<file path="config.mk">
export PLATFORM = sky130hd
export DESIGN_NAME = ucf_ram
export DESIGN_NICKNAME = d
export VERILOG_FILES = /design/src/hdl/ucf_ram.sv
export SDC_FILE = /design/constraint.sdc
export NUM_CORES = 1
export LEC_CHECK = 0
export ABC_CLOCK_PERIOD_IN_PS = 2050
export BUFFER_PORTS_ARGS = -buffer_cell sky130_fd_sc_hd__buf_2
export CAP_MARGIN = 25
export CORE_UTILIZATION = 45
export DETAILED_ROUTE_END_ITERATION = 16
export GPL_TIMING_DRIVEN = 0
export HOLD_SLACK_MARGIN = 0.05
export PLACE_DENSITY = 0.63
export SKIP_LAST_GASP = 1
export SYNTH_ARGS = -nofsm -noshare
export SYNTH_HDL_FRONTEND = slang
export SYNTH_SLANG_ARGS = --single-unit
</file>
<file path="constraint.sdc">
create_clock -name clk -period 2.05 [get_ports clk]
set_input_delay 0.1025 -clock clk [delete_from_list [all_inputs] [get_ports clk]]
set_output_delay 0.1025 -clock clk [all_outputs]
set_load 0.01 [all_outputs]
</file>
<file path="src/hdl/ucf_ram.sv">
// Generic simple dual-port RAM with registered read.
module ucf_ram #(
  parameter int WIDTH = 8,
  parameter int DEPTH = 16
) (
  input  logic                     clk,
  input  logic                     we,
  input  logic [$clog2(DEPTH)-1:0] waddr,
  input  logic [WIDTH-1:0]         wdata,
  input  logic                     re,
  input  logic [$clog2(DEPTH)-1:0] raddr,
  output logic [WIDTH-1:0]         rdata
);

  logic [WIDTH-1:0] mem [DEPTH];

  // Write port
  always_ff @(posedge clk) begin
    if (we) begin
      mem[waddr] <= wdata;
    end
  end

  // Registered read, hold data while not reading
  always_ff @(posedge clk) begin
    if (re) begin
      rdata <= mem[raddr];
    end
  end

endmodule

</file>
==> impl_metrics.ini <==
[run_status]
status = finished clean

[setup_path]
cp-end-kind = flip-flop
cp.arrival_ns = 1.72
max_stage_delay_ns = 0.55
path_cells = mux4_1 -> a22oi_1 -> nand2_1
crit_path_start_kind = flip-flop
crit_type = reg -> reg
critical-path-top-delay-family = multiplexers
critical_path_required_ns = 2.19
cp_num_buf_inv = 0
reg2reg_from = mem[5][0]
crit_start = mem[5][0]
cp_max_fo = 1
crit_slowest_cell = mux4_1

[floorplanning]
initial_utilization_pct = 47.2
die_height_um = 110
die_area_um2 = 12100
io_pins = 27
die_w_um = 110
core_um2 = 11100
rows = 38

[placed_design]
io_buffers = 25
preCtsSetupSlack_ns = 0.237
gp_congestion = 0.713
placed_cells = 398
hpwl_mm = 6.04

[sta]
min_period_over_period_pct = 76.8
hold_slack_ns = 0.0965
hold_viol = 0
max_slew_margin_pct = 46.9
slew_violations = 0
fmax_mhz = 635
final-setup-viol-count = 0
setup_slack_ns = 0.475
rsz0062_at_grt = no
skew_ns = 0.00542
final.min_clock_period_ns = 1.57
worst_slew_pin_slew_ns = 0.794
tns_ns = 0

[synthesis]
syn-cell-area_um2 = 5230
synth_top_area_share_pct = 78.1
yosys_register_bits = 136
ys_seq_area_share_pct = 78.1
synth-warning-count = 0
synth_edf_count = 136
synthArstFlopShare_pct = 0
synth_commonest_cells = edfxtp_1 (136), mux4_2 (18), a22oi_1 (16), mux4_1 (14), nor2_1 (13)
syn_nets = 248
synthCells = 229
synth-main-ff-cell = edfxtp_1
syn_area_per_cell_um2 = 22.8
yosys.cell_types.count = 18
synth.most_common_cell = edfxtp_1
synthTopCellsByArea = edfxtp_1 (78%), mux4_2 (7.8%), mux4_1 (7.0%), a22oi_1 (2.3%), nor2_1 (0.93%)
yosys.area.top_type = edfxtp_1

[drt]
drcViolationCount = 0
routedWlPerCell_um = 21.7
vias_per_cell = 5.49
vias = 2362
ant_nets = 0
drt_wl_total_mm = 9.32
firstDrtPassIters = 4
drtIter0Drc = 124

[clock_network]
h-tree-depth = 4
cts_tree = done
cts_resized = 0
cts.reportedPaths.clkPinSlew_ns = 0.05
cts_buffers = 17
cts-root-buf = clkbuf_16
cts_buffer_depth = 2
clk_latency_ns = 0.40
cts_sinks = 136

[final_layout]
post-route-util_pct = 54.9
areaGrowthSynthToFinish_pct = 16.4
fin_nets = 297
drive_gt1_share_pct = 29.0
final_cells = 430
antenna_cells = 0

[power_and_ir_drop]
intPower_mw = 4.89
combinationalPowerShare_pct = 4.9
vdd_drop_max_mv = 0.539
power.switching_mw = 1.21
power.density_nw_per_um2 = 1000
swShare_pct = 19.8
p_clk_share_pct = 43.5
power_leakage_nw = 2.03
p_seq_share_pct = 51.6

[worst_hold_path]
holdCritPathClass = in -> reg
hp-start = wdata[6]

[global_route]
antenna_found_initial = 0
track_usage_pct = 17.7
grt_pass1_wl_mm = 14.2
grt_max_degree = 17
grt_pass1_vias = 2427
overflow = 0

[flow_run]
maxCapViolCount = 0
-- final timing paths --
check	slack (ns)	cells after the start	to
hold / removal	0.1	1	mem[6][6]
hold reg to reg	0.76	3	rdata[3]
setup / recovery	0.48	3	rdata[0]
setup reg to reg	0.48	3	rdata[0]
-- cells by family after synthesis --
| group | share of synthesized area, % |
|---|---|
| AO/OA/AOI/OAI | 2.30 |
| buffers and inverters | 1.65 |
| flip-flops | 78.1 |
| multiplexers | 14.8 |
| AND/OR/NAND/NOR | 3.14 |
-- per-stage QoR --
step	cell area, um2	total power, mW
6_report	6080	6.09
5_1_grt	6080	6.28
4_1_cts	6080	6.14
3_5_place_dp	5560	3.50
3_3_place_gp	5530	3.49
2_1_floorplan	5230	3.37
-- cell type report --
type | count | area (um2)
Fill cell | 839 | 4990
Sequential cell | 136 | 4080
Multi-Input combinational cell | 83 | 1060
Clock buffer | 19 | 433
Tap cell | 140 | 175
Timing Repair Buffer | 30 | 163
Clock inverter | 12 | 86.3
Buffer | 10 | 86.3
-- power groups by stage --
stage	clock network [mW]	registers (mW)	logic [mW]
CTS	2.69	3.15	0.301
detailed placement	0	3.20	0.299
floorplan	0	3.21	0.158
global placement	0	3.20	0.292
finish	2.65	3.15	0.296
global route	2.81	3.15	0.322
-- state kept, by name, summed over array words and instances (netlist names) --
name   flops
mem      128
rdata      8
-- what timing repair did --
action,in CTS,in global routing
hold buffers,1,0
endpoints found under the hold margin,5,0
setup buffers,0,0
-- cell usage in the layout (no fill, tap or decap), drive strengths merged --
master / instances
edfxtp: 136
buf: 36
mux4: 32
clkbuf: 19
a22oi: 16
nor2: 13
nand2: 9
clkinv: 9
nor3: 4
clkdlybuf4s25: 3
nand3b: 2
nand2b: 2
clkinvlp: 2
nor2b: 1
and2: 1
and2b: 1
nand3: 1
or3b: 1
bufinv: 1
dlygate4sd3: 1
-- routing by layer --
| metal | wire length (um) | track usage, % | vias up |
|---|---|---|---|
| met5 | 0 | 0 | - |
| met4 | 182 | 6.86 | 0 |
| met3 | 442 | 4.62 | 14 |
| met2 | 4620 | 27.4 | 70 |
| met1 | 4070 | 24.3 | 1200 |
| li1 | - | - | 1078 |
No activity file was read; power rests on OpenSTA's default activity.
