## src/hdl/ucf_pkg.sv

```systemverilog
// Shared types, constants and codes of the unique correspondence filter.
package ucf_pkg;

  localparam int MODEL_POINTS  = 4096;
  localparam int MOVING_POINTS = 4096;
  localparam int ADDR_W        = $clog2(MODEL_POINTS);

  typedef logic [11:0] down_idx_t;
  typedef logic [11:0] up_idx_t;
  typedef logic [31:0] dist_t;

  typedef enum logic {
    OP_OFFER = 1'b0,
    OP_CLEAR = 1'b1
  } op_t;

  typedef enum logic [2:0] {
    ST_FAR       = 3'd0,
    ST_TOOK      = 3'd1,
    ST_WORSE     = 3'd2,
    ST_DISPLACED = 3'd3,
    ST_CLEARED   = 3'd4
  } status_t;

  // One table entry per model point
  typedef struct packed {
    logic      owned;
    dist_t     best;
    down_idx_t owner;
  } entry_t;

  localparam int ENTRY_W = $bits(entry_t);

  // Outcome of one item: result beat and table write-back
  typedef struct packed {
    status_t   status;
    down_idx_t displaced;
    logic      we;
    entry_t    wentry;
  } decide_t;

  // Clearing pass control
  typedef struct packed {
    logic              busy;
    logic [ADDR_W-1:0] addr;
  } sweep_t;

endpackage

```

## src/hdl/ucf_sweep.sv

```systemverilog
// Clearing pass that zeroes the entry table after reset.
module ucf_sweep (
  input  logic            clk,
  input  logic            rst_n,
  output ucf_pkg::sweep_t sweep
);
  import ucf_pkg::*;

  logic              busy_r, busy_nxt;
  logic [ADDR_W-1:0] addr_r, addr_nxt;

  // Advance one entry a cycle, stop after the last one
  always_comb begin
    busy_nxt = busy_r;
    addr_nxt = addr_r;
    if (busy_r) begin
      addr_nxt = addr_r + 1'b1;
      if (addr_r == ADDR_W'(MODEL_POINTS - 1)) begin
        busy_nxt = 1'b0;
      end
    end
  end

  always_ff @(posedge clk) begin
    if (!rst_n) begin
      busy_r <= 1'b1;
      addr_r <= '0;
    end else begin
      busy_r <= busy_nxt;
      addr_r <= addr_nxt;
    end
  end

  assign sweep.busy = busy_r;
  assign sweep.addr = addr_r;

endmodule

```

## config.mk

```make
export PLATFORM = sky130hd
export DESIGN_NAME = ucf_sweep
export DESIGN_NICKNAME = d
export VERILOG_FILES = /design/src/hdl/ucf_pkg.sv /design/src/hdl/ucf_sweep.sv
export SDC_FILE = /design/constraint.sdc
export NUM_CORES = 1
export LEC_CHECK = 0
export ABC_AREA = 1
export BUFFER_PORTS_ARGS = -buffer_cell sky130_fd_sc_hd__buf_2
export CAP_MARGIN = 20
export CORE_MARGIN = 2
export CORE_UTILIZATION = 40
export DETAILED_ROUTE_END_ITERATION = 12
export PLACE_DENSITY_LB_ADDON = 0.1
export SLEW_MARGIN = 20
export SYNTH_ARGS = -nofsm -noshare
export SYNTH_HDL_FRONTEND = slang
export SYNTH_SLANG_ARGS = --single-unit
```

## constraint.sdc

```tcl
create_clock -name clk -period 1 [get_ports clk]
set_input_delay 0.05 -clock clk [delete_from_list [all_inputs] [get_ports clk]]
set_output_delay 0.05 -clock clk [all_outputs]
set_load 0.01 [all_outputs]
```

==> flow_metrics.tcl, run 1 <==
set metrics [dict create \
    status "complete, but fails checks" \
    violations "setup timing" \
    hold_buffers 0 \
    n_fill_cell 144 \
    grtUsageTotal_pct 17.7 \
    period_share_pct 106 \
    rows 14 \
    die_height_um 43.5 \
    cts_tree "built" \
    stdcell_count 135 \
    final_nets 123 \
    dr.max_layer_used "met4" \
    wl_met1_um 722 \
    yosysSeqAreaShare_pct 41.8 \
    wl_met3_um 48 \
    synth_area_leaders "dfxtp_1 (42%), nand2_1 (14%), nor2_1 (11%), nand3_1 (6.4%), inv_1 (5.4%)" \
    drive_gt1_share_pct 40.3 \
    comb_power_share_pct 9.0 \
    cts_made_buffers 3 \
    start_util_pct 41.8 \
    slowest_stage "dfxtp_4" \
    setup_viol 5 \
    drtIter0Drc 5 \
    coreArea_sq_um 1490 \
    num_io_pins 15 \
    timing.fmax_mhz 943 \
    dpl.cell_count 129 \
    wl_per_cell_um 10.6 \
    period_needed_ns 1.06 \
    grt_max_degree 14 \
    required_ns 1.17 \
    clock_skew_ns 0.00824 \
    relSlewSlack_pct 84.2 \
    leakage_uw 0.000404 \
    p_seq_share_pct 56.6 \
    synthToLayoutAreaGrowth_pct 41.8 \
    syn_area_per_cell_sq_um 6.85 \
    hold_viol 0 \
    criticalPathCategory "reg2reg" \
    cp_data_arrival_time_ns 1.23 \
    dp_hpwl_mm 1.04 \
    vdd_drop_max_mv 0.839 \
    met2WireLength_um 633 \
    synthCells 91 \
    clk_pin_slew_ns 0.08 \
    grt_antenna_before_repair 0 \
    clkPwrFrac_pct 34.4 \
    placed_area_sq_um 836 \
    syn_nets 94 \
    p_switching_uw 230 \
    cp_max_fo 3 \
    hp-start "rst_n" \
    cts.sinks 13 \
    hold_class "in2reg" \
    crit_start "addr_r[0]" \
    p_per_area_nw_per_um2 1080 \
    drv_cap 0 \
    max_slew.worst_pin.slew_ns 0.237 \
    gp_congestion 0.782 \
    routed_wl_mm 1.43 \
    path_cells "ha_4 -> nand3_1 -> nor2_2 -> nand4_1 -> nand2_1 -> nand2_1" \
    worst_slack_ns -0.0602 \
    synth_top_area_share_pct 41.8 \
    root_buffer "clkbuf_4" \
    vias_per_cell 4.77 \
    drcViolationCount 0 \
    first_pass_iters 4 \
    rsz0062_at_grt "true" \
    sw_frac_of_total_pct 24.1 \
    critPathMaxStageDelay_ns 0.38 \
    critPathBufInv 0 \
    startpoint_type "flop" \
    fin_util_pct 59.3 \
    final_max_slew_viol_count 0 \
    p_int_uw 725 \
    num_vias 644 \
    grt_pass1_wl_mm 2.46 \
    diodes 0 \
    h-tree-depth 1 \
    cp_top_family "simple AND/OR/NAND/NOR gates" \
    die_area_sq_um 1890 \
    endpoint_kind "flop" \
    synth_cell_types 16 \
    fp.dieW_um 43.5 \
    hold_ws_ns 0.0624 \
    yosys_warnings 0 \
    ys_seq_elements 13 \
    port_buffers 14 \
    insertion_delay_ns 0.28 \
    reg2reg_from "addr_r[0]" \
    cts_buffer_depth 2 \
    overflow 0 \
    design_area_sq_um 883 \
    ant_nets 0 \
    grt_pass1_vias 554 \
    synth_largest_area_cell "dfxtp_1" \
    path_common_cell "nand2_1" \
    tns_ns -0.155 \
    syn_area_sq_um 623 \
]
==> placed cells by master (no fill, tap or decap) <==
master	n
a21oi_1	6
buf_12	1
buf_2	14
buf_4	10
clkbuf_1	1
clkbuf_4	3
dfxtp_1	6
dfxtp_2	5
dfxtp_4	2
ha_4	1
inv_1	9
nand2_1	21
nand2_2	2
nand2_4	1
nand3_1	7
nand3_2	2
nand4_1	2
nor2_1	15
nor2_2	3
nor2_4	3
nor3_2	1
o21ai_0	4
==> Yosys cell counts <==
cell type / count
nand2_1: 23
nor2_1: 18
dfxtp_1: 13
inv_1: 9
nand3_1: 8
a21oi_1: 6
o21ai_0: 4
nand4_1: 2
buf_4: 1
clkbuf_8: 1
ha_1: 1
nand2_2: 1
nand3_2: 1
nor2_2: 1
nor2_4: 1
nor3_1: 1
==> power groups by stage <==
stage	clock network [uW]	logic (uW)	registers [uW]
3_3_place_gp	0	84.4	552
2_1_floorplan	0	42.5	557
6_report	328	85.7	541
3_5_place_dp	0	84.5	553
5_1_grt	371	96.1	542
4_1_cts	346	86.6	541
==> registers in the layout (all words and copies together) (netlist names) <==
signal,flops
busy_r,1
addr_r,12
==> final timing paths <==
check | endpoint | slack, ns | depth (start not counted)
hold reg to reg | addr_r[5] | 0.48 | 2
setup / recovery | busy_r | -0.06 | 6
setup reg to reg | busy_r | -0.06 | 6
hold / removal | busy_r | 0.06 | 2
==> final cells by class <==
class	count	area, sq um	area share, %
multi-input combinational	68	364	41.2
sequential	13	274	31.0
timing repair buffer	25	165	18.7
inverter	9	33.8	3.82
clock buffer	4	26.3	2.97
tap	16	20.0	2.27
==> repair_timing <==
item | 4_1_cts | 5_1_grt
resized for setup | 2 | 2
gates cloned | 1 | 0
pin swaps | 7 | 2
endpoints found under the setup margin | 6 | 11
buffers inserted | 1 | 0
==> layer usage <==
layer  track usage [%]  vias to the layer above
met4              10.9                        0
met5                 0                        -
met1              24.4                      283
li1                  -                      348
met2              24.8                        9
met3              4.17                        4
==> per-stage QoR <==
step | total power [uW] | setup slack, ns
final | 955 | -0.0602
after global routing | 1010 | -0.159
after CTS | 974 | -0.0747
after detailed placement | 637 | -0.117
after global placement | 637 | -0.105
after floorplan | 600 | -0.0207
==> kinds of logic after synthesis <==
| family | count (synthesis) | share of synthesized area [%] |
|---|---|---|
| compound gates | 10 | 8.03 |
| fa+ha+maj | 1 | 2.01 |
| buf+inv | 11 | 8.83 |
| flops | 13 | 41.8 |
| simple gates | 56 | 39.4 |
(Power assumes the default switching activity.)
==> run 2: changes to the inputs <==
--- a/config.mk
+++ b/config.mk
@@ -11,6 +11,7 @@
 export CORE_MARGIN = 2
 export CORE_UTILIZATION = 40
 export DETAILED_ROUTE_END_ITERATION = 12
+export GPL_TIMING_DRIVEN = 0
 export PLACE_DENSITY_LB_ADDON = 0.1
 export SLEW_MARGIN = 20
 export SYNTH_ARGS = -nofsm -noshare
==> run 2 against run 1 <==
Compared with the run above:
- the flow still finishes with violations (setup timing)
- routed wire length grew 0.21%
- highest routed layer unchanged
- critical endpoint is now addr_r[4]
- utilization shrank 1.6 points
- worst setup slack lost 0.0074 ns
- hold slack lost 0.036 ns
- largest cell class unchanged
- combinational power shrank 12%
- register-to-register slack is essentially flat
==> flow_metrics.tcl, run 2 (synthesized netlist as in run 1, its figures left out) <==
set metrics [dict create \
    leakage_uw 0.000376 \
    comb_power_share_pct 8.0 \
    p_per_area_nw_per_um2 1100 \
    cp_data_arrival_time_ns 1.28 \
    critPathBufInv 2 \
    start_util_pct 41.8 \
    critPathMaxStageDelay_ns 0.37 \
    crit_start "addr_r[0]" \
    clock_skew_ns 0.00241 \
    cts_buffer_depth 2 \
    p_seq_share_pct 56.8 \
    period_share_pct 107 \
    fin_util_pct 57.7 \
    gp_congestion 0.735 \
    drtIter0Drc 10 \
    cts_tree "built" \
    relSlewSlack_pct 87.6 \
    largestRegisters "addr_r x12, busy_r x1" \
    clkPwrFrac_pct 35.2 \
    num_io_pins 15 \
    rows 14 \
    hold_class "in2reg" \
    max_slew.worst_pin.slew_ns 0.186 \
    criticalPathCategory "reg2reg" \
    endpoint_kind "flop" \
    final_nets 118 \
    root_buffer "clkbuf_4" \
    layout_commonest_cell "nand2_1" \
    mostFrequentLayoutCells "nand2_1 (20), nor2_1 (15), buf_2 (14)" \
    violations "setup timing" \
    wl_per_cell_um 11.0 \
    timing.fmax_mhz 937 \
    regMostFlops "addr_r" \
    design_area_sq_um 860 \
    grt_max_degree 11 \
    placed_area_sq_um 769 \
    cts_made_buffers 3 \
    clk_pin_slew_ns 0.08 \
    cp_top_family "flip-flops" \
    ant_nets 0 \
    pre_cts_ws_ns -0.0917 \
    status "complete, but fails checks" \
    reg2reg_from "addr_r[0]" \
    hold_buffers 0 \
    drcViolationCount 0 \
    h-tree-depth 1 \
    cp_max_fo 4 \
    dp_hpwl_um 917 \
    hold_viol 0 \
    slowest_stage "dfxtp_4" \
    startpoint_type "flop" \
    port_buffers 14 \
    grt_pass1_wl_mm 2.36 \
    vias_per_cell 4.98 \
    cts.sinks 13 \
    path_common_cell "buf_4" \
    final_max_slew_viol_count 0 \
    sw_frac_of_total_pct 24.8 \
    die_height_um 43.5 \
    setup_viol 6 \
    vdd_drop_max_mv 0.615 \
    drive_gt1_share_pct 40.4 \
    grt_pass1_vias 525 \
    required_ns 1.21 \
    grtUsageTotal_pct 17.0 \
    p_int_uw 709 \
    grt_antenna_before_repair 0 \
    hp-start "rst_n" \
    path_cells "ha_4 -> nand2_4 -> nor2_4 -> buf_4 -> buf_4 -> a21oi_2" \
    routed_wl_mm 1.43 \
    diodes 0 \
    synthToLayoutAreaGrowth_pct 38.0 \
    coreArea_sq_um 1490 \
    drv_cap 0 \
    p_switching_uw 234 \
    period_needed_ns 1.07 \
    overflow 0 \
    fp.dieW_um 43.5 \
    die_area_sq_um 1890 \
    first_pass_iters 4 \
    rsz0062_at_grt "true" \
    largest_register_ffs 12 \
    worst_slack_ns -0.0676 \
    insertion_delay_ns 0.27 \
    num_vias 647 \
]
==> run 2: final timing paths <==
path | end | slack (ns) | cells past startpoint
worst min register to register | addr_r[5] | 0.47 | 2
worst max register to register | addr_r[4] | -0.07 | 6
worst max-delay path | addr_r[4] | -0.07 | 6
worst min-delay path | addr_r[2] | 0.03 | 3
==> run 2: layout make-up <==
class	instances	area [sq um]
Fill cell	152	629
Multi-Input combinational cell	68	378
Sequential cell	13	280
Timing Repair Buffer	18	100
Inverter	9	33.8
Clock buffer	4	26.3
Buffer	2	21.3
Tap cell	16	20.0
==> run 2: power groups by stage <==
stage / registers [uW] / logic [uW] / clock network (uW)
6_report: 535 / 75.6 / 332
5_1_grt: 539 / 87.1 / 371
4_1_cts: 540 / 73.0 / 350
3_5_place_dp: 554 / 68.3 / 0
3_3_place_gp: 554 / 66.3 / 0
2_1_floorplan: 557 / 42.5 / 0
==> run 2: repair_timing <==
| item | 4_1_cts | 5_1_grt |
|---|---|---|
| buffers inserted | 1 | 3 |
| hold endpoints to repair | 0 | 0 |
| resized for setup | 4 | 8 |
| setup endpoints to repair | 9 | 11 |
| pin swaps | 4 | 6 |
| cloned | 1 | 0 |
==> run 2: worst min-delay path, cell delays in order <==
cell and delay [ns]:
buf_2 0.13, o21ai_2 0.06, a21oi_1 0.03
==> run 2: layer usage <==
layer  routed length [um]  vias up  track usage, %
li1                     -      337               -
met1                  618      289            21.4
met5                    0        -               0
met3                   78        7            5.83
met4                   36        0            10.3
met2                  696       14            25.1
==> run 2: through the flow <==
step | TNS (ns) | hold WS (ns) | power, uW | cells
2_1_floorplan | -0.0375 | 0.181 | 600 | 91
3_3_place_gp | -0.417 | 0.319 | 620 | 121
3_5_place_dp | -0.496 | 0.324 | 623 | 121
4_1_cts | -0.214 | 0.0198 | 963 | 127
5_1_grt | -1.10 | 0.0179 | 997 | 130
6_report | -0.218 | 0.0269 | 942 | 130
