**src/hdl/ucf_pkg.sv**
```systemverilog
// Shared types, constants and codes of the unique correspondence filter.
package ucf_pkg;

  localparam int MODEL_POINTS  = 4096;
  localparam int MOVING_POINTS = 4096;
  localparam int ADDR_W        = $clog2(MODEL_POINTS);

  typedef logic [11:0] down_idx_t;
  typedef logic [11:0] up_idx_t;
  typedef logic [31:0] dist_t;

  typedef enum logic {
    OP_OFFER = 1'b0,
    OP_CLEAR = 1'b1
  } op_t;

  typedef enum logic [2:0] {
    ST_FAR       = 3'd0,
    ST_TOOK      = 3'd1,
    ST_WORSE     = 3'd2,
    ST_DISPLACED = 3'd3,
    ST_CLEARED   = 3'd4
  } status_t;

  // One table entry per model point
  typedef struct packed {
    logic      owned;
    dist_t     best;
    down_idx_t owner;
  } entry_t;

  localparam int ENTRY_W = $bits(entry_t);

  // Outcome of one item: result beat and table write-back
  typedef struct packed {
    status_t   status;
    down_idx_t displaced;
    logic      we;
    entry_t    wentry;
  } decide_t;

  // Clearing pass control
  typedef struct packed {
    logic              busy;
    logic [ADDR_W-1:0] addr;
  } sweep_t;

endpackage

```
**src/hdl/ucf_decide.sv**
```systemverilog
// Offer and clear rules applied to one item and the entry read for it.
module ucf_decide (
  input  ucf_pkg::op_t       op,
  input  ucf_pkg::down_idx_t down_index,
  input  ucf_pkg::up_idx_t   up_index,
  input  ucf_pkg::dist_t     distance,
  input  ucf_pkg::dist_t     threshold,
  input  ucf_pkg::entry_t    rentry,
  output ucf_pkg::decide_t   dec
);
  import ucf_pkg::*;

  logic up_ok;
  logic down_ok;

  assign up_ok   = 32'(up_index) < MODEL_POINTS;
  assign down_ok = 32'(down_index) < MOVING_POINTS;

  // Pick the status and the entry to write back
  always_comb begin
    dec.status    = ST_FAR;
    dec.displaced = '0;
    dec.we        = 1'b0;
    dec.wentry    = rentry;
    if (op == OP_CLEAR) begin
      dec.status = ST_CLEARED;
      if (up_ok) begin
        dec.we           = 1'b1;
        dec.wentry.owned = 1'b0;
      end
    end else if (!up_ok || !down_ok) begin
      dec.status = ST_FAR;
    end else if (distance > threshold) begin
      // drop ownership, keep distance and owner
      dec.status       = ST_FAR;
      dec.we           = 1'b1;
      dec.wentry.owned = 1'b0;
    end else if (!rentry.owned) begin
      dec.status = ST_TOOK;
      dec.we     = 1'b1;
      dec.wentry = '{owned: 1'b1, best: distance, owner: down_index};
    end else if (rentry.best < distance) begin
      dec.status = ST_WORSE;
    end else begin
      // tie or closer newcomer takes over
      dec.status    = ST_DISPLACED;
      dec.displaced = rentry.owner;
      dec.we        = 1'b1;
      dec.wentry    = '{owned: 1'b1, best: distance, owner: down_index};
    end
  end

endmodule

```
**config.mk**
```make
export PLATFORM = sky130hd
export DESIGN_NAME = ucf_decide
export DESIGN_NICKNAME = d
export VERILOG_FILES = /design/src/hdl/ucf_pkg.sv /design/src/hdl/ucf_decide.sv
export SDC_FILE = /design/constraint.sdc
export NUM_CORES = 1
export LEC_CHECK = 0
export ABC_AREA = 1
export BUFFER_PORTS_ARGS = -buffer_cell sky130_fd_sc_hd__buf_2
export CAP_MARGIN = 30
export CORE_MARGIN = 2
export CORE_UTILIZATION = 46
export DETAILED_ROUTE_END_ITERATION = 10
export MAX_ROUTING_LAYER = met4
export PLACE_DENSITY = 0.87
export SLEW_MARGIN = 20
export SYNTH_ARGS = -nofsm -noshare
export SYNTH_HDL_FRONTEND = slang
export SYNTH_SLANG_ARGS = --single-unit
```
**constraint.sdc**
```tcl
create_clock -name vclk -period 3.8
set_clock_uncertainty 0.05 [all_clocks]
set_input_delay 0.57 -clock vclk [all_inputs]
set_output_delay 0.57 -clock vclk [all_outputs]
set_load 0.01 [all_outputs]
```
==> results of run 1 <==
## power by group through the flow
stage                     Combinational [uW]  Sequential, uW  Clock [uW]
after floorplan                          278               0           0
after global placement                   445               0           0
after detailed placement                 462               0           0
after CTS                                464               0           0
after global routing                     530               0           0
final                                    463               0           0
## worst min path at each step
| stage | startpoint | endpoint | slack [ns] |
|---|---|---|---|
| after floorplan | op | dec[60] | 1.18 |
| after global placement | op | dec[60] | 1.32 |
| after detailed placement | op | dec[60] | 1.32 |
| after CTS | op | dec[60] | 1.32 |
| after global routing | op | dec[60] | 1.32 |
| final | op | dec[60] | 1.32 |
## cell usage after synthesis
master	count
a21oi_1	32
o21a_1	4
and3_1	2
nor3_1	2
inv_2	2
ha_1	63
buf_2	9
nand2_4	1
o21ai_0	8
nand3_1	3
inv_1	76
nand3_4	1
nand3_2	1
nand2_2	1
buf_6	1
nand4_1	46
nor3b_2	1
nor2_2	1
clkbuf_1	4
nor2_1	26
buf_4	5
nand2_1	160
nor3_2	1
## final cells by class
cell class | count | area share, %
inverter | 78 | 8.51
multi-input combinational | 353 | 61.5
tap | 70 | 2.54
timing repair buffer | 187 | 27.5
## routing by layer
metal  vias to the layer above  GRT usage (%)  share of wire (%)
met2                       130           52.6                 51
met4                         0           3.33               0.58
li1                       1808              -                  -
met1                      1521           30.5                 43
met5                         -              -                  0
met3                         6           1.05                5.3
## cells in the final DEF (no fill, tap or decap), drive strengths merged
cell type  instances
buf              187
nand2            162
inv               78
ha                63
nand4             46
a21oi             32
nor2              27
o21ai              8
nand3              5
o21a               4
nor3               3
and3               2
nor3b              1
## kinds of logic after synthesis
| kind of cell | Yosys count | synth area share (%) |
|---|---|---|
| adders and majority gates | 63 | 31.3 |
| AOI/OAI and AO/OA | 44 | 9.15 |
| and+or+nand+nor | 246 | 43.6 |
| buffers and inverters | 97 | 16.0 |
## per-stage QoR
stage	util, %	area, um2	total power (uW)	setup WS, ns
finish	66.1	3440	463	0.311
global route	66.1	3440	530	0.0614
CTS	66.1	3440	464	0.304
detailed placement	66.1	3440	462	0.327
global placement	66.1	3440	445	0.413
floorplan	-	2520	278	1.07
==> flow_summary_export.csv, run 1 <==
group,metric,value,unit
drt,wire_per_inst,11.9,um
status,status,"complete, no violations",
grt,grt_pass1_vias,3337,
timing,timing.final.hold_violations,0,
setup_path,crit_top_cell,"nand2_1",
timing,worstMarginPinSlew,0.650,ns
timing,slew_viol_final,0,
final_layout,register_area,0,um2
place,dp_cells,688,
setup_path,critPathLaunchType,"primary input",
pwr,power_density,135,nW/um2
hold_path,min_path_cells,2,
hold_path,hold_path.class,"in2out",
setup_path,cp.required,3.18,ns
drt,vias_per_cell,5.04,
pwr,irDropWorstVdd,70.5,uV
floorplanning,row_count,26,
setup_path,cp_slowest_cell,"nand3_4",
setup_path,worstPathMaxFanout,45,
timing,finalSetupViolations,0,
floorplanning,die_h,78.0,um
timing,hold-worst-slack,1.32,ns
yosys,postSynthCellCount,450,
pwr,p_int,190,uW
place,port-buffer-count,183,
setup_path,crit_family,"simple AND/OR/NAND/NOR gates",
final_layout,antenna_cells,0,
final_layout,synthToLayoutAreaGrowth,36.7,%
grt,track_usage,26.7,%
setup_path,crit_end,"dec[40]",
drt,drtPass1Iterations,4,
grt,grt_overflow,0,
floorplanning,die_area,6080,um2
setup_path,max_stage_delay,0.48,ns
setup_path,crit_start,"distance[15]",
final_layout,seq_cells,0,
drt,ant_nets,0,
drt,initialDrtViolationCount,114,
setup_path,path_buf_inv,2,
yosys,synth_top_area_share,31.3,%
yosys,synth_warnings,0,
timing,period_minus_slack,3.49,ns
final_layout,final_cells,688,
pwr,power.switching,274,uW
setup_path,worstPathArrival,2.87,ns
flow_run,maxCapViolCount,0,
yosys,syn_nets,647,
floorplanning,die_w,78.0,um
yosys,yosysTopAreaCell,"ha_1",
clock_tree,cts_hold_buf,0,
timing,tns,0,ns
pwr,p_sw_share,59.1,%
floorplanning,start_util,48.4,%
drt,via_count,3465,
final_layout,fillers,505,
floorplanning,core,5200,um2
yosys,synth_area,2520,um2
setup_path,worstPathCellList,"buf_2 -> ha_1 -> a21oi_1 -> o21ai_0 -> a21oi_1 -> nand2_1 -> nand2_1 -> nand2_1 -> nand2_4 -> nand3_4 -> nand2_1 -> nand2_1 -> buf_2",
yosys,syn_avg_cell_area,5.59,um2
grt,antenna_found_initial,0,
final_layout,final_net_count,817,
drt,post-route-drc-count,0,
final_layout,nClkBuffers,0,
setup_path,crit_path_end_kind,"output pin",
yosys,synthTopCellsByArea,"ha_1, nand2_1, nand4_1",
pwr,clockPowerShare,0,%
timing,slew_headroom,56.6,%
setup_path,path_depth,13,
yosys,yosysSeqAreaShare,0,%
final_layout,layout-drive-gt1-share,31.7,%
grt,grt_pass1_wl,13800,um
place,dp_hpwl,6800,um
yosys,ys_types,23,
place,gp_congestion,0.863,
setup_path,crit_type,"in2out",
floorplanning,ios,195,
clock_tree,cts_resized,0,
final_layout,multi_input_area,2120,um2
pwr,power_frac_seq,0,%
timing,fmax,0.287,GHz
timing,rsz0062_at_grt,"no",
pwr,p_comb_share,100.0,%
timing,finalCritPeriodShare,91.8,%
drt,drt-total-wl,8170,um
pwr,leakage,0.00235,uW
grt,grt_max_degree,46,
clock_tree,cts_setup_buffers,0,
(Power assumes the default switching activity.)
==> inputs of run 2 (changes only) <==
--- a/config.mk
+++ b/config.mk
@@ -5,11 +5,10 @@
 export SDC_FILE = /design/constraint.sdc
 export NUM_CORES = 1
 export LEC_CHECK = 0
-export ABC_AREA = 1
 export BUFFER_PORTS_ARGS = -buffer_cell sky130_fd_sc_hd__buf_2
 export CAP_MARGIN = 30
 export CORE_MARGIN = 2
-export CORE_UTILIZATION = 46
+export CORE_UTILIZATION = 50
 export DETAILED_ROUTE_END_ITERATION = 10
 export MAX_ROUTING_LAYER = met4
 export PLACE_DENSITY = 0.87
==> flow_summary_export.csv, run 2 <==
group,metric,value,unit
status,status,"complete, no violations",
timing,fmax,0.270,GHz
hold_path,hold_end,"dec[60]",
drt,drt-total-wl,11000,um
pwr,leakage,0.00224,uW
drt,initialDrtViolationCount,245,
final_layout,final_cells,701,
hold_path,min-delay-start,"op",
timing,finalCritPeriodShare,97.3,%
drt,ant_nets,0,
pwr,power_frac_seq,0,%
drt,wire_per_inst,15.7,um
timing,period_minus_slack,3.70,ns
floorplanning,die_h,84.2,um
yosys,syn_nets,663,
setup_path,crit_path_end_kind,"output pin",
final_layout,fillers,563,
timing,worstMarginPinSlew,0.782,ns
yosys,syn_avg_cell_area,6.90,um2
drt,post-route-drc-count,0,
pwr,power.switching,386,uW
pwr,irDropWorstVdd,103,uV
timing,slew_headroom,47.9,%
timing,rsz0062_at_grt,"no",
clock_tree,cts_setup_buffers,0,
grt,grt_pass1_vias,4117,
setup_path,cp.required,3.18,ns
clock_tree,cts_resized,0,
yosys,synth_top_area_share,24.5,%
floorplanning,die_area,7090,um2
grt,grt_overflow,0,
final_layout,seq_cells,0,
final_layout,register_area,0,um2
setup_path,worstPathArrival,3.08,ns
place,port-buffer-count,183,
place,dp_cells,701,
drt,vias_per_cell,6.16,
final_layout,design_area,4150,um2
floorplanning,start_util,51.2,%
final_layout,antenna_cells,0,
hold_path,min_path_cells,2,
pwr,p_sw_share,58.3,%
timing,timing.final.hold_violations,0,
yosys,ys_types,40,
flow_run,maxCapViolCount,0,
yosys,yosysTopAreaCell,"ha_1",
final_layout,final_common_cell,"buf_2",
final_layout,layout-drive-gt1-share,39.6,%
drt,drtPass1Iterations,5,
grt,grt_max_degree,46,
pwr,power,663,uW
final_layout,nClkBuffers,0,
yosys,synthTopCellsByArea,"ha_1, o211ai_2, nand4_1",
grt,antenna_found_initial,0,
floorplanning,die_w,84.2,um
pwr,p_comb_share,100.0,%
final_layout,final_cell_mix,"buf_2, inv_1, ha_1",
setup_path,critPathLaunchType,"primary input",
floorplanning,ios,195,
final_layout,final_net_count,823,
clock_tree,cts_hold_buf,0,
yosys,ys_top_cells_by_count,"ha_1, inv_1, nand4_1",
pwr,p_int,276,uW
timing,finalSetupViolations,0,
floorplanning,row_count,29,
setup_path,crit_type,"in2out",
floorplanning,core,6280,um2
timing,hold-worst-slack,1.36,ns
yosys,yosysSeqAreaShare,0,%
timing,slew_viol_final,0,
yosys,synth_area,3220,um2
place,gp_congestion,0.881,
yosys,postSynthCellCount,466,
grt,track_usage,29.9,%
pwr,clockPowerShare,0,%
place,placed_area,4140,um2
final_layout,synthToLayoutAreaGrowth,28.9,%
drt,via_count,4321,
pwr,power_density,160,nW/um2
timing,tns,0,ns
setup_path,worstPathMaxFanout,45,
grt,grt_pass1_wl,17900,um
hold_path,hold_path.class,"in2out",
yosys,synth_warnings,0,
place,dp_hpwl,8750,um
[run 2: cell types whose count changed after synthesis, sizes merged, moves of 6 or more]
| cell | previous run | this run |
|---|---|---|
| nand2 | 162 | 19 |
| nor3b | 1 | 13 |
| a21oi | 32 | 26 |
| nand3 | 5 | 51 |
| o21ai | 8 | 55 |
| nor2 | 27 | 8 |
| inv | 78 | 64 |
| nand4 | 46 | 52 |
| o211ai | 0 | 45 |
| clkbuf | 4 | 25 |
[run 2: area by class of cell]
type                       count  area, um2  share of cell area [%]
multi-input combinational    362       2780                    67.1
timing repair buffer         198       1030                    24.8
tap                           77       96.3                    2.32
inverter                      64        240                    5.79
[run 2: kinds of logic after synthesis]
kind of cell    share of synthesized area [%]
fa+ha+maj                                24.5
compound gates                           34.2
simple gates                             27.3
buf+inv                                  14.0
[run 2: worst max-delay path, stage by stage]
cell      delay (ns)
buf_2           0.11
inv_1           0.05
ha_1            0.30
a21o_1          0.17
a21o_1          0.18
a221oi_1        0.33
o31a_2          0.24
and3_4          0.67
o211ai_1        0.22
buf_2           0.18
[run 2: through the flow]
stage               utilization [%]  setup slack, ns
floorplan                         -            0.575
global placement               66.0            0.142
detailed placement             66.0           0.0831
CTS                            66.0           0.0598
global route                   66.1          0.00289
finish                         66.1            0.103
[run 2: worst max-delay path by stage]
| stage | startpoint | endpoint | slack, ns | depth (start not counted) |
|---|---|---|---|---|
| finish | distance[29] | dec[43] | 0.10 | 10 |
| global route | distance[29] | dec[3] | 0.003 | 10 |
| CTS | distance[14] | dec[55] | 0.06 | 10 |
| detailed placement | distance[14] | dec[55] | 0.08 | 10 |
| global placement | distance[14] | dec[57] | 0.14 | 10 |
| floorplan | distance[22] | dec[48] | 0.58 | 9 |
[run 2: layer usage]
metal	track usage [%]	routed length, um	up-vias
met5	-	0	-
met4	7.48	208	0
met3	2.16	831	30
met2	53.7	5420	213
met1	36.2	4560	2004
li1	-	-	2074
[run 2: power by group through the flow]
| stage | registers, uW | logic, uW | clock network (uW) |
|---|---|---|---|
| 2_1_floorplan | 0 | 420 | 0 |
| 6_report | 0 | 663 | 0 |
| 4_1_cts | 0 | 658 | 0 |
| 3_5_place_dp | 0 | 656 | 0 |
| 3_3_place_gp | 0 | 636 | 0 |
| 5_1_grt | 0 | 731 | 0 |
